File: src/rtl/aesp_pkg.sv
// Package for the escape sequence parser: result kinds, control table,
// character constants and the saturating decimal accumulate step.
// Depends on nothing.
`default_nettype none

package aesp_pkg;

	typedef enum logic [3:0] {
		KIND_ERASE_DISP = 4'd0,
		KIND_ERASE_LINE = 4'd1,
		KIND_SCROLL     = 4'd2,
		KIND_SAVE       = 4'd3,
		KIND_RESTORE    = 4'd4,
		KIND_ROW_ABS    = 4'd5,
		KIND_ROW_REL    = 4'd6,
		KIND_OTHER      = 4'd7,
		KIND_INVALID    = 4'd8
	} kind_t;

	typedef struct packed {
		logic       found;
		logic [5:0] id;
	} ctl_hit_t;

	localparam int NUM_CTL = 35;
	localparam logic [5:0] ID_CSI = 6'd11;
	localparam logic [5:0] ID_G0  = 6'd18;
	localparam logic [5:0] ID_G3  = 6'd21;

	localparam logic [7:0] KEY_ESC    = 8'h1B;
	localparam logic [7:0] FINAL_LO   = 8'h40;
	localparam logic [7:0] FINAL_HI   = 8'h7E;
	localparam logic [7:0] CH_J       = 8'h4A;
	localparam logic [7:0] CH_K       = 8'h4B;
	localparam logic [7:0] CH_S       = 8'h53;
	localparam logic [7:0] CH_T       = 8'h54;
	localparam logic [7:0] CH_LS      = 8'h73;
	localparam logic [7:0] CH_LU      = 8'h75;
	localparam logic [7:0] CH_LD      = 8'h64;
	localparam logic [7:0] CH_LE      = 8'h65;
	localparam logic [7:0] CH_QUERY   = 8'h3F;
	localparam logic [7:0] CH_SEMI    = 8'h3B;
	localparam logic [7:0] CH_COLON   = 8'h3A;
	localparam logic [7:0] CH_SPACE   = 8'h20;
	localparam logic [7:0] CH_PLUS    = 8'h2B;
	localparam logic [7:0] CH_MINUS   = 8'h2D;
	localparam logic [7:0] CH_ZERO    = 8'h30;
	localparam logic [7:0] CH_NINE    = 8'h39;
	localparam logic [7:0] CH_WS_LO   = 8'h09;
	localparam logic [7:0] CH_WS_HI   = 8'h0D;

	localparam logic [15:0] SAT_MAX = 16'hFFFF;

	// D E H M N O P V W X Z [ \ ] _ space # % ( ) * + 7 8 = > F c l m n o | } ~
	localparam logic [7:0] CTL_TAB [NUM_CTL] = '{
		8'h44, 8'h45, 8'h48, 8'h4D, 8'h4E, 8'h4F, 8'h50, 8'h56, 8'h57, 8'h58,
		8'h5A, 8'h5B, 8'h5C, 8'h5D, 8'h5F, 8'h20, 8'h23, 8'h25, 8'h28, 8'h29,
		8'h2A, 8'h2B, 8'h37, 8'h38, 8'h3D, 8'h3E, 8'h46, 8'h63, 8'h6C, 8'h6D,
		8'h6E, 8'h6F, 8'h7C, 8'h7D, 8'h7E
	};

	function automatic ctl_hit_t ctl_lookup(input logic [7:0] b);
		ctl_hit_t h;
		h.found = 1'b0;
		h.id    = '0;
		for (int i = NUM_CTL - 1; i >= 0; i--) begin
			if (CTL_TAB[i] == b) begin
				h.found = 1'b1;
				h.id    = 6'(i);
			end
		end
		return h;
	endfunction

	function automatic logic [15:0] sat_acc(input logic [15:0] v, input logic [3:0] d);
		logic [19:0] r;
		r = ({4'b0, v} << 3) + ({4'b0, v} << 1) + {16'b0, d};
		return (r > {4'b0, SAT_MAX}) ? SAT_MAX : r[15:0];
	endfunction

endpackage

`default_nettype wire

File: src/rtl/ansi_escape_sequence_parser_unit.sv
// Escape sequence parser top level: input register, parser state and result register.
// Depends on aesp_pkg.
`default_nettype none

// Takes one byte per transfer and may take a new byte in every cycle while s_axis_tready
// is high. The byte that causes a result is held in the input register, then the
// combinational parser update writes the result register. Bytes that only advance a
// sequence give no result. Backpressure on the master side stalls the input only once
// both the input register and the result register are full.
// Result tdata packs kind, erase_mode, amount, control_id and charset_byte.
module ansi_escape_sequence_parser_unit #(
	parameter int MAX_SEQ_LEN = 32
) (
	input  wire logic        clk,
	input  wire logic        arst_n,
	input  wire logic        s_axis_tvalid,
	output logic             s_axis_tready,
	input  wire logic [7:0]  s_axis_tdata,  // [7:0] rx_byte
	output logic             m_axis_tvalid,
	input  wire logic        m_axis_tready,
	output logic [39:0]      m_axis_tdata   // [3:0] kind, [5:4] erase_mode,
	                                        // [22:6] amount, [28:23] control_id,
	                                        // [36:29] charset_byte, [39:37] zero
);

	localparam int SEQ_W = $clog2(MAX_SEQ_LEN + 1);

	typedef enum logic [1:0] {
		PH_IDLE,
		PH_ESC,
		PH_DESIG,
		PH_CSI
	} phase_t;

	// input stage
	logic              valid_s1;
	logic [7:0]        byte_s1;
	// result stage
	logic              valid_s2;
	aesp_pkg::kind_t   kind_s2;
	logic [1:0]        mode_s2;
	logic signed [16:0] amount_s2;
	logic [5:0]        id_s2;
	logic [7:0]        cs_s2;
	// parser state
	phase_t            phase_q;
	logic [15:0]       first_val_q;
	logic              first_dig_q;
	logic              first_done_q;
	logic [15:0]       whole_val_q;
	logic [1:0]        whole_stage_q;
	logic              whole_neg_q;
	logic              priv_q;
	logic [SEQ_W-1:0]  seq_cnt_q;
	logic [5:0]        pend_q;

	phase_t            phase_d;
	logic [15:0]       first_val_d;
	logic              first_dig_d;
	logic              first_done_d;
	logic [15:0]       whole_val_d;
	logic [1:0]        whole_stage_d;
	logic              whole_neg_d;
	logic              priv_d;
	logic [SEQ_W-1:0]  seq_cnt_d;
	logic [5:0]        pend_d;

	logic              emit;
	aesp_pkg::kind_t   r_kind;
	logic [1:0]        r_mode;
	logic signed [16:0] r_amount;
	logic [5:0]        r_id;
	logic [7:0]        r_cs;

	logic              advance;
	logic              fire;
	aesp_pkg::ctl_hit_t hit;
	logic              is_dig;
	logic              is_ws;
	logic              is_final;
	logic [3:0]        dig;
	logic signed [16:0] n_val;
	logic signed [16:0] w_val;
	logic              w_pos;

	assign advance       = !valid_s2 || m_axis_tready;
	assign fire          = valid_s1 && advance;
	assign s_axis_tready = !valid_s1 || advance;

	assign m_axis_tvalid = valid_s2;
	assign m_axis_tdata  = {3'b000, cs_s2, id_s2, amount_s2, mode_s2, kind_s2};

	assign hit      = aesp_pkg::ctl_lookup(byte_s1);
	assign is_dig   = (byte_s1 >= aesp_pkg::CH_ZERO) && (byte_s1 <= aesp_pkg::CH_NINE);
	assign is_ws    = (byte_s1 == aesp_pkg::CH_SPACE) ||
	                  ((byte_s1 >= aesp_pkg::CH_WS_LO) && (byte_s1 <= aesp_pkg::CH_WS_HI));
	assign is_final = (byte_s1 >= aesp_pkg::FINAL_LO) && (byte_s1 <= aesp_pkg::FINAL_HI);
	assign dig      = byte_s1[3:0];

	assign n_val = $signed({1'b0, first_val_q});
	assign w_val = (whole_stage_q != 2'd2) ? 17'sd1 :
	               whole_neg_q ? -$signed({1'b0, whole_val_q}) : $signed({1'b0, whole_val_q});
	assign w_pos = (whole_stage_q != 2'd2) || (!whole_neg_q && (whole_val_q != 16'd0));

	always_comb begin
		phase_d       = phase_q;
		first_val_d   = first_val_q;
		first_dig_d   = first_dig_q;
		first_done_d  = first_done_q;
		whole_val_d   = whole_val_q;
		whole_stage_d = whole_stage_q;
		whole_neg_d   = whole_neg_q;
		priv_d        = priv_q;
		seq_cnt_d     = seq_cnt_q;
		pend_d        = pend_q;
		emit          = 1'b0;
		r_kind        = aesp_pkg::KIND_INVALID;
		r_mode        = 2'd0;
		r_amount      = 17'sd0;
		r_id          = 6'd0;
		r_cs          = 8'd0;

		case (phase_q)
			PH_IDLE: begin
				if (byte_s1 == aesp_pkg::KEY_ESC) begin
					phase_d = PH_ESC;
					seq_cnt_d = SEQ_W'(1);
				end else begin
					emit = 1'b1;
				end
			end
			PH_ESC: begin
				if (!hit.found) begin
					phase_d = PH_IDLE;
					emit = 1'b1;
				end else if (hit.id == aesp_pkg::ID_CSI) begin
					phase_d = PH_CSI;
					seq_cnt_d = SEQ_W'(2);
				end else if (hit.id >= aesp_pkg::ID_G0 && hit.id <= aesp_pkg::ID_G3) begin
					phase_d = PH_DESIG;
					pend_d = hit.id;
				end else begin
					phase_d = PH_IDLE;
					emit = 1'b1;
					r_kind = aesp_pkg::KIND_OTHER;
					r_id = hit.id;
				end
			end
			PH_DESIG: begin
				phase_d = PH_IDLE;
				emit = 1'b1;
				r_kind = aesp_pkg::KIND_OTHER;
				r_id = pend_q;
				r_cs = byte_s1;
			end
			PH_CSI: begin
				if (seq_cnt_q >= SEQ_W'(MAX_SEQ_LEN)) begin
					phase_d = PH_IDLE;
					emit = 1'b1;
				end else if (is_final) begin
					phase_d = PH_IDLE;
					emit = 1'b1;
					if (!priv_q) begin
						case (byte_s1)
							aesp_pkg::CH_J: begin
								r_kind = aesp_pkg::KIND_ERASE_DISP;
								r_mode = (first_val_q <= 16'd3) ? first_val_q[1:0] : 2'd0;
							end
							aesp_pkg::CH_K: begin
								r_kind = aesp_pkg::KIND_ERASE_LINE;
								r_mode = (first_val_q <= 16'd2) ? first_val_q[1:0] : 2'd0;
							end
							aesp_pkg::CH_S: begin
								r_kind = aesp_pkg::KIND_SCROLL;
								r_amount = (first_val_q != 16'd0) ? n_val : 17'sd1;
							end
							aesp_pkg::CH_T: begin
								r_kind = aesp_pkg::KIND_SCROLL;
								r_amount = (first_val_q != 16'd0) ? -n_val : -17'sd1;
							end
							aesp_pkg::CH_LS: begin
								r_kind = aesp_pkg::KIND_SAVE;
								r_amount = n_val;
							end
							aesp_pkg::CH_LU: begin
								r_kind = aesp_pkg::KIND_RESTORE;
								r_amount = n_val;
							end
							aesp_pkg::CH_LD: begin
								r_kind = aesp_pkg::KIND_ROW_ABS;
								r_amount = w_pos ? w_val : 17'sd1;
							end
							aesp_pkg::CH_LE: begin
								r_kind = aesp_pkg::KIND_ROW_REL;
								r_amount = w_val;
							end
							default: begin
								r_kind = aesp_pkg::KIND_INVALID;
							end
						endcase
					end
				end else begin
					seq_cnt_d = seq_cnt_q + SEQ_W'(1);
					if (seq_cnt_q == SEQ_W'(2) && byte_s1 == aesp_pkg::CH_QUERY)
						priv_d = 1'b1;
					if (!first_done_q) begin
						if (is_dig) begin
							first_val_d = aesp_pkg::sat_acc(first_val_q, dig);
							first_dig_d = 1'b1;
						end else if (byte_s1 == aesp_pkg::CH_SEMI ||
						             byte_s1 == aesp_pkg::CH_COLON || first_dig_q) begin
							first_done_d = 1'b1;
						end
					end
					case (whole_stage_q)
						2'd0: begin
							if (is_ws) begin
								whole_stage_d = 2'd0;
							end else if (byte_s1 == aesp_pkg::CH_PLUS) begin
								whole_stage_d = 2'd1;
							end else if (byte_s1 == aesp_pkg::CH_MINUS) begin
								whole_stage_d = 2'd1;
								whole_neg_d = 1'b1;
							end else if (is_dig) begin
								whole_stage_d = 2'd2;
								whole_val_d = {12'b0, dig};
							end else begin
								whole_stage_d = 2'd3;
							end
						end
						2'd1: begin
							if (is_dig) begin
								whole_stage_d = 2'd2;
								whole_val_d = {12'b0, dig};
							end else begin
								whole_stage_d = 2'd3;
							end
						end
						2'd2: begin
							if (is_dig)
								whole_val_d = aesp_pkg::sat_acc(whole_val_q, dig);
							else
								whole_stage_d = 2'd3;
						end
						default: begin
							whole_stage_d = 2'd3;
						end
					endcase
				end
			end
			default: begin
				phase_d = PH_IDLE;
			end
		endcase

		// every return to idle clears the sequence state (all but pend_q)
		if (phase_d == PH_IDLE) begin
			first_val_d   = '0;
			first_dig_d   = 1'b0;
			first_done_d  = 1'b0;
			whole_val_d   = '0;
			whole_stage_d = 2'd0;
			whole_neg_d   = 1'b0;
			priv_d        = 1'b0;
			seq_cnt_d     = '0;
		end
	end

	always_ff @(posedge clk or negedge arst_n) begin
		if (!arst_n) begin
			valid_s1      <= 1'b0;
			byte_s1       <= '0;
			valid_s2      <= 1'b0;
			kind_s2       <= aesp_pkg::KIND_INVALID;
			mode_s2       <= '0;
			amount_s2     <= '0;
			id_s2         <= '0;
			cs_s2         <= '0;
			phase_q       <= PH_IDLE;
			first_val_q   <= '0;
			first_dig_q   <= 1'b0;
			first_done_q  <= 1'b0;
			whole_val_q   <= '0;
			whole_stage_q <= 2'd0;
			whole_neg_q   <= 1'b0;
			priv_q        <= 1'b0;
			seq_cnt_q     <= '0;
			pend_q        <= '0;
		end else begin
			if (s_axis_tready) begin
				valid_s1 <= s_axis_tvalid;
				byte_s1  <= s_axis_tdata;
			end
			if (advance)
				valid_s2 <= fire && emit;
			if (fire) begin
				if (emit) begin
					kind_s2   <= r_kind;
					mode_s2   <= r_mode;
					amount_s2 <= r_amount;
					id_s2     <= r_id;
					cs_s2     <= r_cs;
				end
				phase_q       <= phase_d;
				first_val_q   <= first_val_d;
				first_dig_q   <= first_dig_d;
				first_done_q  <= first_done_d;
				whole_val_q   <= whole_val_d;
				whole_stage_q <= whole_stage_d;
				whole_neg_q   <= whole_neg_d;
				priv_q        <= priv_d;
				seq_cnt_q     <= seq_cnt_d;
				pend_q        <= pend_d;
			end
		end
	end

`ifndef SYNTHESIS
	a_idle_clear: assert property (@(posedge clk) disable iff (!arst_n)
		phase_q == PH_IDLE |-> seq_cnt_q == '0 && !priv_q && whole_stage_q == 2'd0)
		else $error("sequence state not cleared in idle");

	a_csi_len: assert property (@(posedge clk) disable iff (!arst_n)
		phase_q == PH_CSI |-> seq_cnt_q >= SEQ_W'(2) && seq_cnt_q <= SEQ_W'(MAX_SEQ_LEN))
		else $error("sequence length out of bounds");

	a_ready_free: assert property (@(posedge clk) disable iff (!arst_n)
		!m_axis_tvalid |-> s_axis_tready)
		else $error("input stalled with result register empty");

	a_ctl_fields: assert property (@(posedge clk) disable iff (!arst_n)
		m_axis_tvalid && kind_s2 != aesp_pkg::KIND_OTHER |-> id_s2 == 6'd0 && cs_s2 == 8'd0)
		else $error("control fields set on non-control result");

	a_desig_pend: assert property (@(posedge clk) disable iff (!arst_n)
		phase_q == PH_DESIG |-> pend_q >= aesp_pkg::ID_G0 && pend_q <= aesp_pkg::ID_G3)
		else $error("designator pending without G0-G3 select");
`endif

endmodule

`default_nettype wire
File: config.mk
export PLATFORM = sky130hd
export DESIGN_NAME = ansi_escape_sequence_parser_unit
export DESIGN_NICKNAME = d
export VERILOG_FILES = /design/src/rtl/aesp_pkg.sv /design/src/rtl/ansi_escape_sequence_parser_unit.sv
export SDC_FILE = /design/constraint.sdc
export NUM_CORES = 1
export LEC_CHECK = 0
export ABC_AREA = 0
export BUFFER_PORTS_ARGS = -buffer_cell sky130_fd_sc_hd__buf_4
export CORE_ASPECT_RATIO = 0.5
export CORE_MARGIN = 1.5
export CORE_UTILIZATION = 60
export DETAILED_ROUTE_END_ITERATION = 12
export PLACE_DENSITY = 0.89
export SLEW_MARGIN = 0
export SYNTH_ARGS = -nofsm -noshare
export SYNTH_HDL_FRONTEND = slang
export SYNTH_SLANG_ARGS = --single-unit
File: constraint.sdc
create_clock -name clk -period 5.5 [get_ports clk]
set_input_delay 0.825 -clock clk [delete_from_list [all_inputs] [get_ports clk]]
set_output_delay 0.825 -clock clk [all_outputs]
set_load 0.05 [all_outputs]
[Word level (Yosys, flattened, before mapping)]
Cells that the tools add are included.
Storage, ports and cells
  bits in registers: 99
  input bits: 12
  output and inout bits: 42
  word-level logic and storage cells: 292
Cells by class
  add/sub/neg operators: 7
  magnitude comparators: 13
  eq/ne operators: 73
  multiplexer cells: 140
  bitwise logic cells: 1
  reduce and logical (&&, ||, !) cells: 40
Operators with widths (count)
  16-bit 2-to-1 mux: 18
  7-bit 2-to-1 mux: 35
  7-bit by 8-bit == test with 1-bit output, first input constant: 24
  17-bit 2-to-1 mux: 8
  6-bit by 8-bit == test with 1-bit output, first input constant: 11
  17-bit case mux with 5 select lines: 1
  8-bit by 7-bit == test with 1-bit output, second input constant: 8
  6-bit 2-to-1 mux: 9
  8-bit by 6-bit == test with 1-bit output, second input constant: 6
  16-bit case mux with 3 select lines: 1
  19-bit by 17-bit adder with 20-bit output: 2
  20-bit by 4-bit adder with 20-bit output: 2
  20-bit by 16-bit greater-than comparator with 1-bit output, second input constant: 2
  2-bit 2-to-1 mux: 20
  16-bit negator with 17-bit output: 2
  1-bit 2-to-1 mux: 33
  16-bit by 2-bit <= comparator with 1-bit output, second input constant: 2
  16-bit nonzero test: 2
  3-bit != test, second input constant: 10
  4-bit case mux with 7 select lines: 1
  4-bit 2-to-1 mux: 6
  6-bit case mux with 3 select lines: 1
  5-bit AND reduction: 3
  4-bit case mux with 3 select lines: 1
  other kinds (37): 66

[Longest topological paths before layout]
  depth in word-level cells: 45
  gate-level depth with buffers: 12
  mapped depth without buffers: 11

[Worst setup path after synthesis]
No wires, ideal clock.
  kind: reg-to-reg
  start: register byte_s1[3]
  end: register first_val_q[10]
  arrival time: 3.256 ns
  path slack: 2.123 ns
  cell stages (with the launch flop): 12
  path buffers: 1
  clock period less this slack: 3.377 ns
  path through: dfrtp_1 > fa_1 > inv_1 > fa_1 > nor2b_1 > o31a_1 > o41ai_1 > a211o_1 > a211oi_1 > clkbuf_1 > o211ai_1 > a22o_1
On the way
  longest elaborated chain between the ends: 45
  elaborated cells on any way between the ends: 104
  those cells by class: add/sub: 1; order compare: 7; eq/ne: 40; mux: 49; reduce/logical: 7
Ends and longest elaborated chain
  start: declaration: line ansi_escape_sequence_parser_unit.sv:37  | logic [7:0] byte_s1;
  start signal: assignment: line ansi_escape_sequence_parser_unit.sv:292  | byte_s1 <= s_axis_tdata;
  7-bit by 8-bit == test with 1-bit output: line aesp_pkg.sv:67  | if (CTL_TAB[i] == b) begin
  7-bit 2-to-1 mux (35 in series): line aesp_pkg.sv:67
  6-bit by 5-bit greater-or-equal comparator with 1-bit output or 6-bit by 5-bit <= comparator with 1-bit output (tied branches): line ansi_escape_sequence_parser_unit.sv:139  | end else if (hit.id >= aesp_pkg::ID_G0 && hit.id <= aesp_pkg::ID_G3) begin
  1-bit logical AND: line ansi_escape_sequence_parser_unit.sv:139
  2-bit 2-to-1 mux: line ansi_escape_sequence_parser_unit.sv:139
  2-bit 2-to-1 mux: line ansi_escape_sequence_parser_unit.sv:136  | end else if (hit.id == aesp_pkg::ID_CSI) begin
  2-bit 2-to-1 mux: line ansi_escape_sequence_parser_unit.sv:133  | if (!hit.found) begin
  2-bit case mux with 4 select lines: line ansi_escape_sequence_parser_unit.sv:123  | case (phase_q)
  2-bit zero test: line ansi_escape_sequence_parser_unit.sv:257  | if (phase_d == PH_IDLE) begin
  2-bit by 1-bit != test with 1-bit output (no line) or 2-bit nonzero test (tied branches)
  6-bit AND reduction (no line)
  end signal: assignment: line ansi_escape_sequence_parser_unit.sv:305  | first_val_q <= first_val_d;
  end: declaration: line ansi_escape_sequence_parser_unit.sv:47  | logic [15:0] first_val_q;
Several ways; a longest one is shown, not always the timed one. The select of a mux whose other input is x is not followed.
A chain may end at the register's enable or synchronous reset.

[Final worst setup path]
  start: register byte_s1[3]
  end: register first_val_q[1]
Same word-level chain as after synthesis.

==> impl_metrics.tcl <==
set metrics [dict create \
    status "finished, final reports clean" \
    grt_pass1_wl_mm 38.0 \
    wl_mm 23.0 \
    first_pass_iters 7 \
    cts_max_path_buffers 2 \
    antenna_found_initial 0 \
    nets 1086 \
    cts.hold.buffers_added 0 \
    slew_viol_final 0 \
    setup_violations 0 \
    netlist_area_um2 8420 \
    drt_iter0_markers 1010 \
    synth_edf_count 0 \
    hp-class "in -> async" \
    ys_seq_area_share_pct 29.4 \
    dieArea_um2 14800 \
    fin_util_pct 66.9 \
    drv_cap 0 \
    drc 0 \
    synth_top_area_cell "dfrtp_1" \
    drive_gt1_share_pct 11.7 \
    hold_viol 0 \
    ys_top_cells_by_count "dfrtp_1 (98), nand2_1 (95), o21ai_0 (88)" \
    multi_input_area_um2 5530 \
    overflow 0 \
    die_h_um 86.8 \
    rsz0062_at_grt "false" \
    synth_top_area_share_pct 29.1 \
    cp-start-kind "flip-flop" \
    cts_setup_buffers 0 \
    h-tree-depth 3 \
    clock_skew_ns 0.0102 \
    pin_count 54 \
    slew_headroom_pct 10.4 \
    arrival_ns 4.38 \
    io_buffers 50 \
    powerDensity_nw_per_um2 241 \
    yosys_most_used_dff "dfrtp_1" \
    cts_root_buffer "clkbuf_16" \
    n_antenna_cell 0 \
    post-route-period-util_pct 75.2 \
    dr_total_vias 8098 \
    grt_pass1_vias 7670 \
    grt_max_degree 62 \
    cp.required_ns 5.74 \
    tritoncts "built" \
    fin_tns_setup_ns 0 \
    ir_worst_vdd_mv 0.185 \
    cts-resized-gates 0 \
    std_cell_rows 30 \
    end_kind "flip-flop" \
    dp_hpwl_mm 16.3 \
    syn_inst 981 \
    drtAntennaViolNets 0 \
    leakage_nw 4.17 \
    synthTopCellsByArea "dfrtp_1 (29%), ha_1 (11%), o21ai_0 (5.2%)" \
    synth-seq-cells 99 \
    avgSynthCellArea_um2 8.58 \
    ys_types 88 \
    routedWlPerCell_um 19.2 \
    start_util_pct 61.8 \
    grt_usage_pct 32.0 \
    seq_area_um2 2480 \
    whs_ns 0.440 \
    tightest_slew_ns 1.34 \
    vias_per_cell 6.78 \
    yosys_warnings 0 \
    max_freq_mhz 242 \
    die_x_um 171 \
    period_needed_ns 4.14 \
    clk_latency_ns 0.36 \
    critical_path_class "reg -> reg" \
    gp_congestion 0.944 \
    path_clk_slew_ns 0.08 \
    cts_buffers 9 \
    yosys.cell_count.top_type "dfrtp_1" \
    fill_cells 1103 \
    crit_fanout 41 \
    syn2layout_area_growth_pct 8.37 \
    synthArstFlopShare_pct 100 \
    cts.sinks 99 \
    core_area_um2 13600 \
    power_mw 2.20 \
]
[registers in the layout, summed over array words and instances, names as in the netlist]
register and cells:
amount_s2 17, byte_s1 8, cs_s2 8, first_dig_q 1
first_done_q 1, first_val_q 16, id_s2 6, kind_s2 4
m_axis_tvalid 1, mode_s2 2, pend_q 6, phase_q 2
priv_q 1, seq_cnt_q 6, valid_s1 1, whole_neg_q 1
whole_stage_q 2, whole_val_q 16
[layout by cell type (no fill, tap or decap), types with 16 or more instances in the layout]
master    Yosys  final
a21oi_1      51     51
a22o_1       35     35
buf_4         6     61
dfrtp_1      98     98
ha_1         72     72
inv_1        35     35
nand2_1      95     95
nand3_1      18     18
nor2_1       69     69
nor2b_1      17     17
nor3_1       27     27
o211ai_1     18     18
o21ai_0      88     88
o31ai_1      16     16
xnor2_1      19     19
[cell families (layout without fill, tap and decap cells)]
family | after synthesis | in the layout | share of synthesized area [%]
compound gates | 345 | 345 | 29.1
simple gates | 321 | 321 | 19.6
flops | 99 | 99 | 29.4
buf+inv | 92 | 112 | 4.92
fa+ha+maj | 76 | 76 | 11.7
xor+xnor | 34 | 34 | 3.54
mux | 13 | 13 | 1.68
other cells | 1 | 3 | 0.0446
[critical path, stage by stage, from the launching register on]
cell and delay (ns):
dfrtp_1 0.32, buf_4 0.38, fa_1 0.50, inv_1 0.11, fa_1 0.24, nor2b_1 0.07
o31a_1 0.29, o41ai_1 0.84, a211o_1 0.26, a32o_1 0.57, o21ai_0 0.20, a22o_1 0.22
[routing by layer]
| layer | share of wire, % | global-route usage [%] |
|---|---|---|
| met5 | 0 | 0 |
| met4 | 3.0 | 12.6 |
| met3 | 8.0 | 5.89 |
| met2 | 46 | 52.1 |
| met1 | 43 | 42.7 |
[final timing paths]
path                                  from              to  slack [ns]  cells after the start
worst max-delay path            byte_s1[3]  first_val_q[1]        1.36                     11
worst min-delay path                arst_n        id_s2[4]        0.44                      1
worst max register to register  byte_s1[3]  first_val_q[1]        1.36                     11
worst min register to register  kind_s2[3]      kind_s2[3]        0.47                      2
max in group asynchronous           arst_n    amount_s2[9]        3.87                      2
min in group clk                kind_s2[3]      kind_s2[3]        0.47                      2
[report_power, final]
group | internal [mW] | total [mW] | switching (mW)
sequential | 0.774 | 0.838 | 0.0633
clock | 0.315 | 0.630 | 0.315
combinational | 0.199 | 0.734 | 0.534
[through the flow]
stage,area [um^2],worst slack [ns],std cells
2_1_floorplan,8420,2.12,983
3_3_place_gp,8840,1.74,1179
3_5_place_dp,8840,1.49,1179
4_1_cts,9120,1.46,1195
5_1_grt,9120,0.979,1195
6_report,9120,1.36,1195
[cell type report]
cell class,instances,area share [%]
clock buffer,9,2.47
clock inverter,7,0.617
inverter,35,1.44
multi-input combinational,792,60.6
sequential,99,27.2
tap,192,2.63
timing repair buffer,61,5.02
Power figures use the tool's default switching activity.
